### config.mk
export PLATFORM = sky130hd
export DESIGN_NAME = bha_ctrl
export DESIGN_NICKNAME = d
export VERILOG_FILES = /design/src/design/assert_macros.svh /design/src/design/bha_pkg.sv /design/src/design/bha_ctrl.sv
export SDC_FILE = /design/constraint.sdc
export NUM_CORES = 1
export LEC_CHECK = 0
export ABC_CLOCK_PERIOD_IN_PS = 1500
export BUFFER_PORTS_ARGS = -buffer_cell sky130_fd_sc_hd__clkbuf_2
export CELL_PAD_IN_SITES_DETAIL_PLACEMENT = 1
export CELL_PAD_IN_SITES_GLOBAL_PLACEMENT = 2
export CORE_MARGIN = 10
export CORE_UTILIZATION = 24
export DETAILED_ROUTE_END_ITERATION = 8
export MAX_ROUTING_LAYER = met4
export PLACE_DENSITY_LB_ADDON = 0.1
export SLEW_MARGIN = 20
export SYNTH_ARGS = -nofsm -noshare
export SYNTH_HDL_FRONTEND = slang
export SYNTH_SLANG_ARGS = --single-unit
export TNS_END_PERCENT = 100
### constraint.sdc
create_clock -name aclk -period 1.5 [get_ports aclk]
set_input_delay 0.15 -clock aclk [delete_from_list [all_inputs] [get_ports aclk]]
set_output_delay 0.15 -clock aclk [all_outputs]
set_load 0.1 [all_outputs]
### src/design/assert_macros.svh
// Assertion macros shared by the allocator RTL.
// No dependencies; included by files that carry concurrent checks.
`ifndef ASSERT_MACROS_SVH
`define ASSERT_MACROS_SVH

`ifndef SYNTHESIS
// antecedent holds -> consequent holds in the same cycle
`define ASSERT_SAME(lbl, clk, rstn, ante, cons, msg) \
    lbl: assert property (@(posedge clk) disable iff (!rstn) (ante) |-> (cons)) \
        else $error(msg);
// antecedent holds -> consequent holds in the next cycle
`define ASSERT_NEXT(lbl, clk, rstn, ante, cons, msg) \
    lbl: assert property (@(posedge clk) disable iff (!rstn) (ante) |=> (cons)) \
        else $error(msg);
`else
`define ASSERT_SAME(lbl, clk, rstn, ante, cons, msg)
`define ASSERT_NEXT(lbl, clk, rstn, ante, cons, msg)
`endif

`endif

### src/design/bha_pkg.sv
// Shared constants, status codes, FSM state type and controller/datapath structs
// for the bitmap heap allocator. No dependencies.
`default_nettype none

package bha_pkg;

    localparam int HEAP_BYTES = 4096;             // usage map depth in bits
    localparam int WORD_W     = 32;               // map word width
    localparam int CHUNK_W    = 8;                // bits examined per scan cycle
    localparam int MAP_WORDS  = HEAP_BYTES / WORD_W;
    localparam int WADDR_W    = $clog2(MAP_WORDS);
    localparam int BIT_W      = $clog2(HEAP_BYTES);
    localparam int BOFF_W     = $clog2(WORD_W);
    localparam int CBIT_W     = $clog2(CHUNK_W);
    localparam int SPOS_W     = BIT_W - CBIT_W;   // chunk position in the map
    localparam int CSEL_W     = BOFF_W - CBIT_W;  // chunk select within a word
    localparam int SIZE_W     = 13;
    localparam int ADDR_W     = 17;
    localparam int STACK_W    = 16;
    localparam int STATUS_W   = 3;
    localparam int CFG_IDX_W  = 1;

    localparam logic [STATUS_W-1:0] ST_OK     = 3'd0;
    localparam logic [STATUS_W-1:0] ST_OOM    = 3'd1;
    localparam logic [STATUS_W-1:0] ST_ZERO   = 3'd2;
    localparam logic [STATUS_W-1:0] ST_BOUNDS = 3'd3;
    localparam logic [STATUS_W-1:0] ST_DOUBLE = 3'd4;

    localparam logic [CFG_IDX_W-1:0] REG_STACK_SIZE = 1'b0;
    localparam logic [CFG_IDX_W-1:0] REG_HEAP_SIZE  = 1'b1;

    localparam logic [SIZE_W-1:0] HEAP_SIZE_RST = SIZE_W'(HEAP_BYTES);

    typedef enum logic [2:0] {
        S_IDLE,
        S_DISPATCH,
        S_SCAN_RD,
        S_SCAN_CHK,
        S_RNG_RD,
        S_RNG_WR,
        S_DONE
    } state_t;

    typedef struct packed {
        logic                load_req;
        logic                scan_init;
        logic                scan_rd;
        logic                chunk_adv;
        logic                mark_init;
        logic                free_init;
        logic                rng_rd;
        logic                rng_wr;
        logic                rng_adv;
        logic                out_load;
        logic [STATUS_W-1:0] out_status;
    } cmd_t;

    typedef struct packed {
        logic req_mode;       // 1: free
        logic size_zero;
        logic out_of_bounds;
        logic chunk_found;
        logic chunk_oom;
        logic scan_last;
        logic chunk_wrap;
        logic rng_last_word;
        logic free_double;
        logic out_busy;
    } stat_t;

endpackage

`default_nettype wire

### src/design/bha_ctrl.sv
// Controller FSM for the bitmap heap allocator.
// Depends on bha_pkg; drives bha_datapath through cmd_t, reads stat_t.
`default_nettype none

module bha_ctrl (
    input  wire logic            aclk,
    input  wire logic            aresetn,
    input  wire logic            s_tvalid,
    output logic                 s_tready,
    input  wire bha_pkg::stat_t  stat,
    output bha_pkg::cmd_t        cmd
);

    bha_pkg::state_t state_reg, state_next;
    logic [bha_pkg::STATUS_W-1:0] done_status_reg, done_status_next;

    always_ff @(posedge aclk) begin
        if (!aresetn) begin
            state_reg       <= bha_pkg::S_IDLE;
            done_status_reg <= bha_pkg::ST_OK;
        end else begin
            state_reg       <= state_next;
            done_status_reg <= done_status_next;
        end
    end

    // next state
    always_comb begin
        state_next       = state_reg;
        done_status_next = done_status_reg;
        unique case (state_reg)
            bha_pkg::S_IDLE: begin
                if (s_tvalid) state_next = bha_pkg::S_DISPATCH;
            end
            bha_pkg::S_DISPATCH: begin
                if (!stat.req_mode) begin
                    if (stat.size_zero) begin
                        state_next       = bha_pkg::S_DONE;
                        done_status_next = bha_pkg::ST_ZERO;
                    end else begin
                        state_next = bha_pkg::S_SCAN_RD;
                    end
                end else if (stat.out_of_bounds) begin
                    state_next       = bha_pkg::S_DONE;
                    done_status_next = bha_pkg::ST_BOUNDS;
                end else if (stat.size_zero) begin
                    state_next       = bha_pkg::S_DONE;
                    done_status_next = bha_pkg::ST_OK;
                end else begin
                    state_next = bha_pkg::S_RNG_RD;
                end
            end
            bha_pkg::S_SCAN_RD: state_next = bha_pkg::S_SCAN_CHK;
            bha_pkg::S_SCAN_CHK: begin
                if (stat.chunk_found) begin
                    state_next = bha_pkg::S_RNG_RD;
                end else if (stat.chunk_oom || stat.scan_last) begin
                    state_next       = bha_pkg::S_DONE;
                    done_status_next = bha_pkg::ST_OOM;
                end else if (stat.chunk_wrap) begin
                    state_next = bha_pkg::S_SCAN_RD;
                end
            end
            bha_pkg::S_RNG_RD: state_next = bha_pkg::S_RNG_WR;
            bha_pkg::S_RNG_WR: begin
                if (stat.req_mode && stat.free_double) begin
                    state_next       = bha_pkg::S_DONE;
                    done_status_next = bha_pkg::ST_DOUBLE;
                end else if (stat.rng_last_word) begin
                    state_next       = bha_pkg::S_DONE;
                    done_status_next = bha_pkg::ST_OK;
                end else begin
                    state_next = bha_pkg::S_RNG_RD;
                end
            end
            bha_pkg::S_DONE: begin
                if (!stat.out_busy) state_next = bha_pkg::S_IDLE;
            end
            default: state_next = bha_pkg::S_IDLE;
        endcase
    end

    // outputs
    always_comb begin
        cmd            = '0;
        cmd.out_status = done_status_reg;
        s_tready       = 1'b0;
        unique case (state_reg)
            bha_pkg::S_IDLE: begin
                s_tready     = 1'b1;
                cmd.load_req = s_tvalid;
            end
            bha_pkg::S_DISPATCH: begin
                cmd.scan_init = !stat.req_mode && !stat.size_zero;
                cmd.free_init = stat.req_mode && !stat.out_of_bounds && !stat.size_zero;
            end
            bha_pkg::S_SCAN_RD: cmd.scan_rd = 1'b1;
            bha_pkg::S_SCAN_CHK: begin
                cmd.mark_init = stat.chunk_found;
                cmd.chunk_adv = !stat.chunk_found && !stat.chunk_oom;
            end
            bha_pkg::S_RNG_RD: cmd.rng_rd = 1'b1;
            bha_pkg::S_RNG_WR: begin
                cmd.rng_wr  = 1'b1;
                cmd.rng_adv = !(stat.req_mode && stat.free_double) && !stat.rng_last_word;
            end
            bha_pkg::S_DONE: cmd.out_load = !stat.out_busy;
            default: cmd = '0;
        endcase
    end

endmodule

`default_nettype wire

==> impl_metrics.py, run 1 <==
metrics = {
    "clock_network": {
        "clk_pin_slew_ps": 50,
        "worstSkewPairLatency_ps": 250,
        "cts_root_buffer": "clkbuf_4",
        "cts_buffer_depth": 2,
        "cts.sinks": 6,
        "htree_levels": 1,
        "holdBufCountCts": 0,
        "cts_buffers": 3,
        "tritoncts": "done",
    },
    "timing": {
        "rsz0062_at_grt": "yes",
        "fin_crit_sh": 0.971,
        "worstMarginPinSlew_ps": 269,
        "maxSlewViolCount": 0,
        "fmax_mhz": 686,
        "period_needed_ps": 1460,
        "hold_violations": 0,
        "whs_ps": 250,
        "setup_viol": 0,
        "slew_headroom": 0.820,
        "fin_worst_skew_ps": 7.77,
    },
    "power": {
        "p_leak_nw": 0.483,
        "powerDensity_mw_per_mm2": 857,
        "p_total_mw": 0.938,
        "irDropWorstVdd_mv": 0.511,
    },
    "drt": {
        "drt_first_pass_iters": 2,
        "route.detailed.drc": 0,
        "wirelength_um": 1980,
        "via_per_inst": 4.83,
        "wl_per_cell_um": 14.9,
        "first_iter_violations": 4,
        "ant_nets": 0,
        "vias": 642,
    },
    "logic_synthesis": {
        "synth-simple-area-share": 0.438,
        "synth_cell_type_count": 38,
        "ys_top_cells_by_area": "dfxtp_1 20%, buf_6 7.7%, nand2_1 5.1%, and2_1 4.3%, nor3_1 4.3%",
        "synth_most_common_cell": "nand2_1",
        "syn_inst": 72,
        "synth-seq-cells": 6,
        "yosys.area.top_type": "dfxtp_1",
        "synth_common_cells": "8 x nand2_1, 6 x dfxtp_1, 5 x nor2_1, 5 x nor3_1",
        "synth.mux.area_fraction": 0.0340,
        "synth_adder_area_share": 0,
        "synthXorXnorAreaFrac": 0,
        "seq_area_frac_synth": 0.204,
        "async_flop_share": 0,
        "synth_nets": 85,
        "synth_top_family_by_area": "simple AND/OR/NAND/NOR gates",
        "synth_compound_area_frac": 0.196,
        "ys.flop_type": "dfxtp_1",
        "ys_warn_count": 0,
        "synth_area_um2": 588,
        "synth-edff-count": 0,
        "syn_avg_cell_area_um2": 8.17,
        "synth.top_cell.area_share": 0.204,
    },
    "critical_path": {
        "cp.required_ps": 1350,
        "worst_ep_arrival_time_ps": 1310,
        "crit_family": "flip-flops",
        "crit_path_start": "state_reg[1]$_SDFFE_PN0P_",
        "end_kind": "output port",
        "crit_path_start_kind": "flip-flop",
        "cp_num_buf_inv": 2,
        "critical-path-max-stage-delay_ps": 360,
        "cp_cell_sequence": "buf_6 > nand3b_4 > nor3_4 > buf_12",
        "worst-path-max-fanout": 6,
        "slowest_stage": "dfxtp_2",
        "critPathKind": "flip-flop to output port",
        "r2r_start": "state_reg[0]$_SDFFE_PN0P_",
    },
    "floorplan": {
        "die-area_mm2": 0.00483,
        "start_util": 0.258,
        "dieWidth_um": 69.5,
        "io_pins": 27,
        "coreArea_mm2": 0.00228,
        "rows": 17,
        "fp.dieH_um": 69.5,
    },
    "final_layout": {
        "register_area_um2": 126,
        "drive_gt1_frac": 0.638,
        "fillers": 257,
        "antennaDiodeCount": 0,
        "area_growth_pct": 86.2,
        "nNetsFinal": 120,
        "multiInputGateArea_um2": 469,
        "stdcell_area_mm2": 0.00109,
    },
    "outcome": {
        "status": "finished, final reports clean",
    },
    "flow_run": {
        "cap_violations": 0,
    },
    "global_route": {
        "grt_pass1_vias": 733,
        "grt_first_pass_wirelength_um": 3430,
        "grt_use_total": 0.0863,
        "overflow": 0,
        "grt_max_degree": 13,
        "antenna_found_initial": 0,
    },
    "hold_path": {
        "min_from": "stat[0]",
        "hp-class": "primary input to flip-flop",
    },
    "placed_design": {
        "placed_cell_area_mm2": 0.00103,
        "finalWeightedCongestion": 0.767,
        "portBuffers": 26,
        "place_hpwl_um": 1680,
    },
}
==> final timing paths <==
path	endpoint	slack, ps	cells past startpoint
setup reg to reg	state_reg[0]$_SDFFE_PN0P_	260	5
hold reg to reg	done_status_reg[1]$_SDFFE_PN0P_	460	2
hold / removal	state_reg[2]$_SDFFE_PN0P_	250	3
setup / recovery	cmd[9]	40	4
==> routing by layer <==
layer	global-route usage	share of wire	routed length, um
met1	0.101	0.49	979
met3	0.0171	0.040	79
met4	0.0466	0.014	27
met5	-	0	0
met2	0.135	0.45	893
==> final cells by class <==
cell class                      instances  area share
Multi-Input combinational cell         55       0.429
Timing Repair Buffer                   35       0.383
Sequential cell                         6       0.115
Tap cell                               28      0.0320
Clock buffer                            3      0.0206
Inverter                                6      0.0206
==> stage by stage <==
step	setup slack [ps]	std cells	TNS, ps	util
final	42.8	133	0	0.481
after global routing	-27.2	133	-75.8	0.481
after detailed placement	42.4	127	0	0.452
after CTS	9.14	130	0	0.465
after floorplan	-482	72	-1150	-
after global placement	109	127	0	0.452
==> what timing repair did <==
item	4_1_cts	5_1_grt
resized for setup	3	7
endpoints found under the setup margin	13	10
buffers inserted	0	3
pin swaps	0	2
==> cell families (layout without fill, tap and decap cells) <==
| logic type | after synthesis | in the layout |
|---|---|---|
| AND/OR/NAND/NOR | 38 | 38 |
| multiplexers | 2 | 2 |
| AO/OA/AOI/OAI | 15 | 15 |
| buffers and inverters | 11 | 44 |
| flip-flops | 6 | 6 |
==> where the power goes <==
part | leakage, nW | switching, mW | internal [mW]
logic | 0.419 | 0.356 | 0.236
registers | 0.0504 | 0.0191 | 0.177
clock network | 0.0138 | 0.0596 | 0.0906
==> worst min-delay path: stages <==
cell      delay, ps
clkbuf_2        110
nand4b_1        120
a21oi_1          70
==> cells in the final DEF, fill, tap and decap left out, types with 2 or more instances in the layout <==
master,instances
a31oi_1,2
and2_2,3
buf_12,14
buf_4,6
buf_6,3
clkbuf_2,12
clkbuf_4,3
dfxtp_1,3
dfxtp_2,2
inv_1,3
inv_2,3
mux2i_1,2
nand2_1,7
nand3_1,2
nor2_1,2
nor2_4,3
nor3_1,2
nor3_4,2
o31ai_1,2
(Power assumes the default switching activity.)
==> run 2, diff against run 1 <==
--- a/config.mk
+++ b/config.mk
@@ -5,12 +5,13 @@
 export SDC_FILE = /design/constraint.sdc
 export NUM_CORES = 1
 export LEC_CHECK = 0
+export ABC_AREA = 1
 export ABC_CLOCK_PERIOD_IN_PS = 1500
 export BUFFER_PORTS_ARGS = -buffer_cell sky130_fd_sc_hd__clkbuf_2
 export CELL_PAD_IN_SITES_DETAIL_PLACEMENT = 1
 export CELL_PAD_IN_SITES_GLOBAL_PLACEMENT = 2
 export CORE_MARGIN = 10
-export CORE_UTILIZATION = 24
+export CORE_UTILIZATION = 20
 export DETAILED_ROUTE_END_ITERATION = 8
 export MAX_ROUTING_LAYER = met4
 export PLACE_DENSITY_LB_ADDON = 0.1
==> run 2 against run 1 <==
  * Die area rose by 10%
  * Synthesized cell count rose by 42%
  * Sequential share of layout area rose by 0.82 points
  * Routed wire length fell by 2.4%
  * Combinational power rose by 72%
  * Largest cell class unchanged
  * Clock power fell by 6%
  * Largest power group unchanged
  * Critical endpoint is now cmd[11]
==> impl_metrics.py, run 2 <==
metrics = {
    "placed_design": {
        "dp_worst_setup_slack_ps": 27.9,
        "finalWeightedCongestion": 0.778,
        "portBuffers": 26,
        "place_hpwl_um": 1720,
    },
    "global_route": {
        "antenna_found_initial": 0,
        "grt_use_total": 0.0807,
        "grt_pass1_vias": 735,
        "grt_max_degree": 11,
        "overflow": 0,
        "grt_first_pass_wirelength_um": 3430,
    },
    "final_layout": {
        "nNetsFinal": 145,
        "layout.cells.most_common_list": "24 x nand2_1, 17 x inv_1, 15 x nor2_1",
        "area_growth_pct": 85.9,
        "drive_gt1_frac": 0.415,
        "antennaDiodeCount": 0,
        "final_common_cell": "nand2_1",
    },
    "critical_path": {
        "slowest_stage": "dfxtp_2",
        "worst-path-max-fanout": 8,
        "cp_num_buf_inv": 2,
        "cp_cell_sequence": "inv_4 > nand3_2 > nor3_4 > buf_12",
        "crit_family": "flip-flops",
        "worst_ep_arrival_time_ps": 1280,
        "critical-path-max-stage-delay_ps": 370,
        "cp.required_ps": 1350,
        "end_kind": "output port",
        "crit_path_start_kind": "flip-flop",
        "critPathKind": "flip-flop to output port",
    },
    "logic_synthesis": {
        "ys_warn_count": 0,
        "synth-seq-cells": 6,
        "ys.flop_type": "dfxtp_1",
        "seq_area_frac_synth": 0.214,
        "yosys.area.top_type": "dfxtp_1",
        "synth_most_common_cell": "nand2_1",
        "synth-edff-count": 0,
        "synth_common_cells": "25 x nand2_1, 20 x nor2_1, 18 x inv_1",
        "synth.top_cell.area_share": 0.214,
        "syn_inst": 102,
        "synth_area_um2": 561,
        "ys_top_cells_by_area": "dfxtp_1 21%, nand2_1 17%, nor2_1 13%, inv_1 12%, nand3_1 8.0%",
        "synth_nets": 115,
        "synth_cell_type_count": 18,
        "async_flop_share": 0,
        "syn_avg_cell_area_um2": 5.50,
    },
    "hold_path": {
        "hp-class": "primary input to flip-flop",
    },
    "timing": {
        "fin_worst_skew_ps": 1.91,
        "fin_crit_sh": 0.953,
        "rsz0062_at_grt": "no",
        "fmax_mhz": 700,
        "maxSlewViolCount": 0,
        "setup_viol": 0,
        "finalSetupTns_ps": 0,
        "worst_slack_ps": 70.9,
        "period_needed_ps": 1430,
        "slew_headroom": 0.825,
        "hold_violations": 0,
        "worstMarginPinSlew_ps": 260,
    },
    "clock_network": {
        "cts_buffers": 3,
        "cts_resized": 2,
        "worstSkewPairLatency_ps": 240,
        "holdBufCountCts": 0,
        "cts_buffer_depth": 2,
        "htree_levels": 1,
        "clk_pin_slew_ps": 40,
        "tritoncts": "done",
        "cts_post_setup_buffers_inserted": 0,
        "cts.sinks": 6,
        "cts_root_buffer": "clkbuf_4",
    },
    "power": {
        "irDropWorstVdd_mv": 0.780,
        "p_leak_nw": 0.502,
        "powerDensity_mw_per_mm2": 1370,
    },
    "drt": {
        "wirelength_um": 1930,
        "first_iter_violations": 6,
        "route.detailed.drc": 0,
        "ant_nets": 0,
        "via_per_inst": 4.34,
        "drt_first_pass_iters": 4,
        "wl_per_cell_um": 12.0,
        "vias": 698,
    },
    "floorplan": {
        "start_util": 0.207,
        "fp.dieH_um": 72.9,
        "coreArea_mm2": 0.00271,
        "io_pins": 27,
        "rows": 19,
        "die-area_mm2": 0.00532,
        "dieWidth_um": 72.9,
    },
    "outcome": {
        "status": "finished, final reports clean",
    },
    "flow_run": {
        "cap_violations": 0,
    },
}
## run 2: cell types whose count changed after synthesis, sizes merged, moves of 3 or more
cell   previous run  this run
and2              4         0
buf               5         2
inv               6        21
nand2             9        27
nand3             2        11
nor2              5        24
nor3              5         1
o31ai             3         0
## run 2: tightest hold or removal path: stages
cell      delay [ps]
clkbuf_2         120
nand2_1           80
inv_1             30
## run 2: layer usage
metal  wire (um)  global-route usage
met5           0                   -
met4          10              0.0316
met3          70              0.0163
met2         951               0.125
met1         900              0.0995
## run 2: area by class of cell
cell class	instances	area, um2
fillers	355	1670
multi-input cells	73	414
repair buffers	27	348
flip-flops and latches	6	129
inverters	21	90.1
well taps	31	38.8
clock buffers	3	22.5
## run 2: metrics by stage
step	total power [mW]	hold slack, ps	util	cells	cell area (um2)
after floorplan	0.958	248	-	102	642
after global placement	1.30	417	0.371	158	1010
after detailed placement	1.30	424	0.371	158	1010
after CTS	1.45	171	0.381	161	1030
after global routing	1.53	207	0.385	161	1040
final	1.43	179	0.385	161	1040
## run 2: kinds of logic (layout without fill, tap and decap cells)
kind of cell / count (synthesis) / after routing / synth area share
and+or+nand+nor: 65 / 65 / 0.533
buffers and inverters: 23 / 51 / 0.174
DFF: 6 / 6 / 0.214
AOI/OAI and AO/OA: 8 / 8 / 0.0781
## run 2: path summary, 6_finish.rpt
check | to | slack (ps) | cells after the start | start
setup reg to reg | done_status_reg[0]$_SDFFE_PN0P_ | 220 | 8 | state_reg[2]$_SDFFE_PN0P_
hold / removal | state_reg[0]$_SDFFE_PN0P_ | 180 | 3 | aresetn
setup / recovery | cmd[11] | 70 | 4 | state_reg[2]$_SDFFE_PN0P_
hold reg to reg | done_status_reg[1]$_SDFFE_PN0P_ | 490 | 2 | done_status_reg[1]$_SDFFE_PN0P_
## run 2: report_power, final
part / switching [mW] / leakage, nW / internal (mW)
Sequential: 0.0646 / 0.0512 / 0.205
Clock: 0.0510 / 0.0138 / 0.0900
Combinational: 0.686 / 0.437 / 0.336
Total: 0.801 / 0.502 / 0.631
==> run 3, diff against run 2 <==
--- a/config.mk
+++ b/config.mk
@@ -5,13 +5,12 @@
 export SDC_FILE = /design/constraint.sdc
 export NUM_CORES = 1
 export LEC_CHECK = 0
-export ABC_AREA = 1
-export ABC_CLOCK_PERIOD_IN_PS = 1500
+export ABC_CLOCK_PERIOD_IN_PS = 1300
 export BUFFER_PORTS_ARGS = -buffer_cell sky130_fd_sc_hd__clkbuf_2
 export CELL_PAD_IN_SITES_DETAIL_PLACEMENT = 1
 export CELL_PAD_IN_SITES_GLOBAL_PLACEMENT = 2
 export CORE_MARGIN = 10
-export CORE_UTILIZATION = 20
+export CORE_UTILIZATION = 22
 export DETAILED_ROUTE_END_ITERATION = 8
 export MAX_ROUTING_LAYER = met4
 export PLACE_DENSITY_LB_ADDON = 0.1
==> constraint.sdc (replaced) <==
create_clock -name aclk -period 1.3 [get_ports aclk]
set_input_delay 0.13 -clock aclk [delete_from_list [all_inputs] [get_ports aclk]]
set_output_delay 0.13 -clock aclk [all_outputs]
set_load 0.1 [all_outputs]
==> run 3 against run 2 <==
  * The flow now finishes with violations (negative setup slack)
  * First-iteration DRC count up 130%
  * Power down 14%
  * Flip-flop and latch count unchanged
  * Sequential share of layout area down 2.5 points
  * Sequential power down 17%
  * Combinational power down 19%
  * Clock power up 25%
  * Final area up 25%
  * Count of clock-buffer cells in the layout unchanged
  * Largest power group unchanged
==> impl_metrics.py, run 3 (synthesis gave the netlist of run 1 again) <==
metrics = {
    "drt": {
        "wirelength_um": 2360,
        "ant_nets": 0,
        "via_per_inst": 4.77,
        "drt_first_pass_iters": 3,
        "wl_per_cell_um": 16.2,
        "first_iter_violations": 14,
        "route.detailed.drc": 0,
        "vias": 696,
    },
    "timing": {
        "worstMarginPinSlew_ps": 305,
        "hold_violations": 0,
        "period_needed_ps": 1450,
        "slew_headroom": 0.796,
        "whs_ps": 232,
        "finalSetupTns_ps": -1410,
        "fmax_mhz": 688,
        "worst_slack_ps": -153,
        "maxSlewViolCount": 0,
        "setup_viol": 18,
        "rsz0062_at_grt": "yes",
        "fin_crit_sh": 1.12,
        "fin_worst_skew_ps": 2.90,
    },
    "floorplan": {
        "start_util": 0.233,
        "fp.dieH_um": 71.7,
        "rows": 18,
        "die-area_mm2": 0.00514,
        "io_pins": 27,
        "dieWidth_um": 71.7,
        "coreArea_mm2": 0.00252,
    },
    "power": {
        "p_clk_frac": 0.143,
        "irDropWorstVdd_mv": 0.698,
        "combPwrFrac": 0.674,
        "powerDensity_mw_per_mm2": 942,
        "intPower_mw": 0.672,
        "p_seq_frac": 0.182,
        "p_sw_frac": 0.454,
        "p_total_mw": 1.23,
        "p_leak_nw": 0.559,
        "p_sw_mw": 0.559,
    },
    "critical_path": {
        "cp.required_ps": 1170,
        "end_kind": "output port",
        "crit_path_start_kind": "flip-flop",
        "critical-path-max-stage-delay_ps": 340,
        "critPathKind": "flip-flop to output port",
        "slowest_stage": "dfxtp_2",
        "worst-path-max-fanout": 4,
        "cp_cell_sequence": "and2b_4 > nand4b_4 > clkinvlp_4 > buf_12",
        "worst_ep_arrival_time_ps": 1320,
    },
    "final_layout": {
        "area_growth_pct": 122,
        "stdcell_area_mm2": 0.00131,
        "final_common_cell": "buf_12",
        "nNetsFinal": 131,
        "antennaDiodeCount": 0,
        "layout.cells.most_common_list": "15 x buf_12, 12 x clkbuf_2, 10 x buf_4",
        "drive_gt1_frac": 0.741,
    },
    "clock_network": {
        "tritoncts": "done",
        "htree_levels": 1,
        "clk_pin_slew_ps": 50,
        "cts_buffers": 3,
        "worstSkewPairLatency_ps": 250,
        "cts.sinks": 6,
        "cts_buffer_depth": 2,
        "cts_root_buffer": "clkbuf_4",
    },
    "global_route": {
        "grt_pass1_vias": 786,
        "grt_use_total": 0.0879,
        "overflow": 0,
        "antenna_found_initial": 0,
        "grt_first_pass_wirelength_um": 3630,
        "grt_max_degree": 10,
    },
    "placed_design": {
        "portBuffers": 26,
        "placed_cell_area_mm2": 0.00106,
        "dp_worst_setup_slack_ps": -0.506,
        "place_hpwl_um": 1780,
        "finalWeightedCongestion": 0.873,
    },
    "outcome": {
        "violations": "negative setup slack",
        "status": "complete, but fails checks",
    },
    "hold_path": {
        "hp-class": "primary input to flip-flop",
    },
    "flow_run": {
        "cap_violations": 0,
    },
}
-- run 3: repair_timing --
item | 4_1_cts | 5_1_grt
setup buffers | 5 | 6
hold buffers | 0 | 0
pin swaps | 8 | 7
setup endpoints to repair | 15 | 19
gates resized for setup | 21 | 12
-- run 3: critical path: cells and delay by family, from the launching register on --
family,cells,cell delay [ps]
simple gates,2,450
flops,1,340
buf+inv,2,280
-- run 3: layout make-up --
| cell class | count | area, um2 |
|---|---|---|
| timing repair buffer | 46 | 544 |
| tap | 30 | 37.5 |
| inverter | 6 | 33.8 |
| clock buffer | 3 | 22.5 |
| multi-input combinational | 55 | 539 |
| fill | 281 | 1220 |
| sequential | 6 | 129 |
-- run 3: worst paths after layout --
kind	startpoint	endpoint	slack [ps]	cells after the start
min	aresetn	state_reg[0]$_SDFFE_PN0P_	230	2
min reg2reg	done_status_reg[0]$_SDFFE_PN0P_	done_status_reg[0]$_SDFFE_PN0P_	450	2
max	state_reg[1]$_SDFFE_PN0P_	cmd[4]	-150	4
max reg2reg	state_reg[1]$_SDFFE_PN0P_	state_reg[0]$_SDFFE_PN0P_	-60	6
-- run 3: per-layer routing --
| metal | GRT usage | part of all wire |
|---|---|---|
| met2 | 0.142 | 0.48 |
| met5 | - | 0 |
| met1 | 0.100 | 0.46 |
| met3 | 0.0207 | 0.050 |
| met4 | 0.0387 | 0.012 |
-- run 3: stage by stage --
step	instances	utilization
finish	146	0.518
global route	146	0.518
detailed placement	132	0.421
floorplan	72	-
global placement	132	0.421
CTS	140	0.478
-- run 3: power by group through the flow --
stage / Sequential [mW] / Clock (mW) / Combinational (mW)
3_3_place_gp: 0.219 / 0 / 0.683
4_1_cts: 0.221 / 0.178 / 0.759
5_1_grt: 0.226 / 0.188 / 0.866
2_1_floorplan: 0.213 / 0 / 0.465
3_5_place_dp: 0.220 / 0 / 0.686
6_report: 0.224 / 0.176 / 0.830
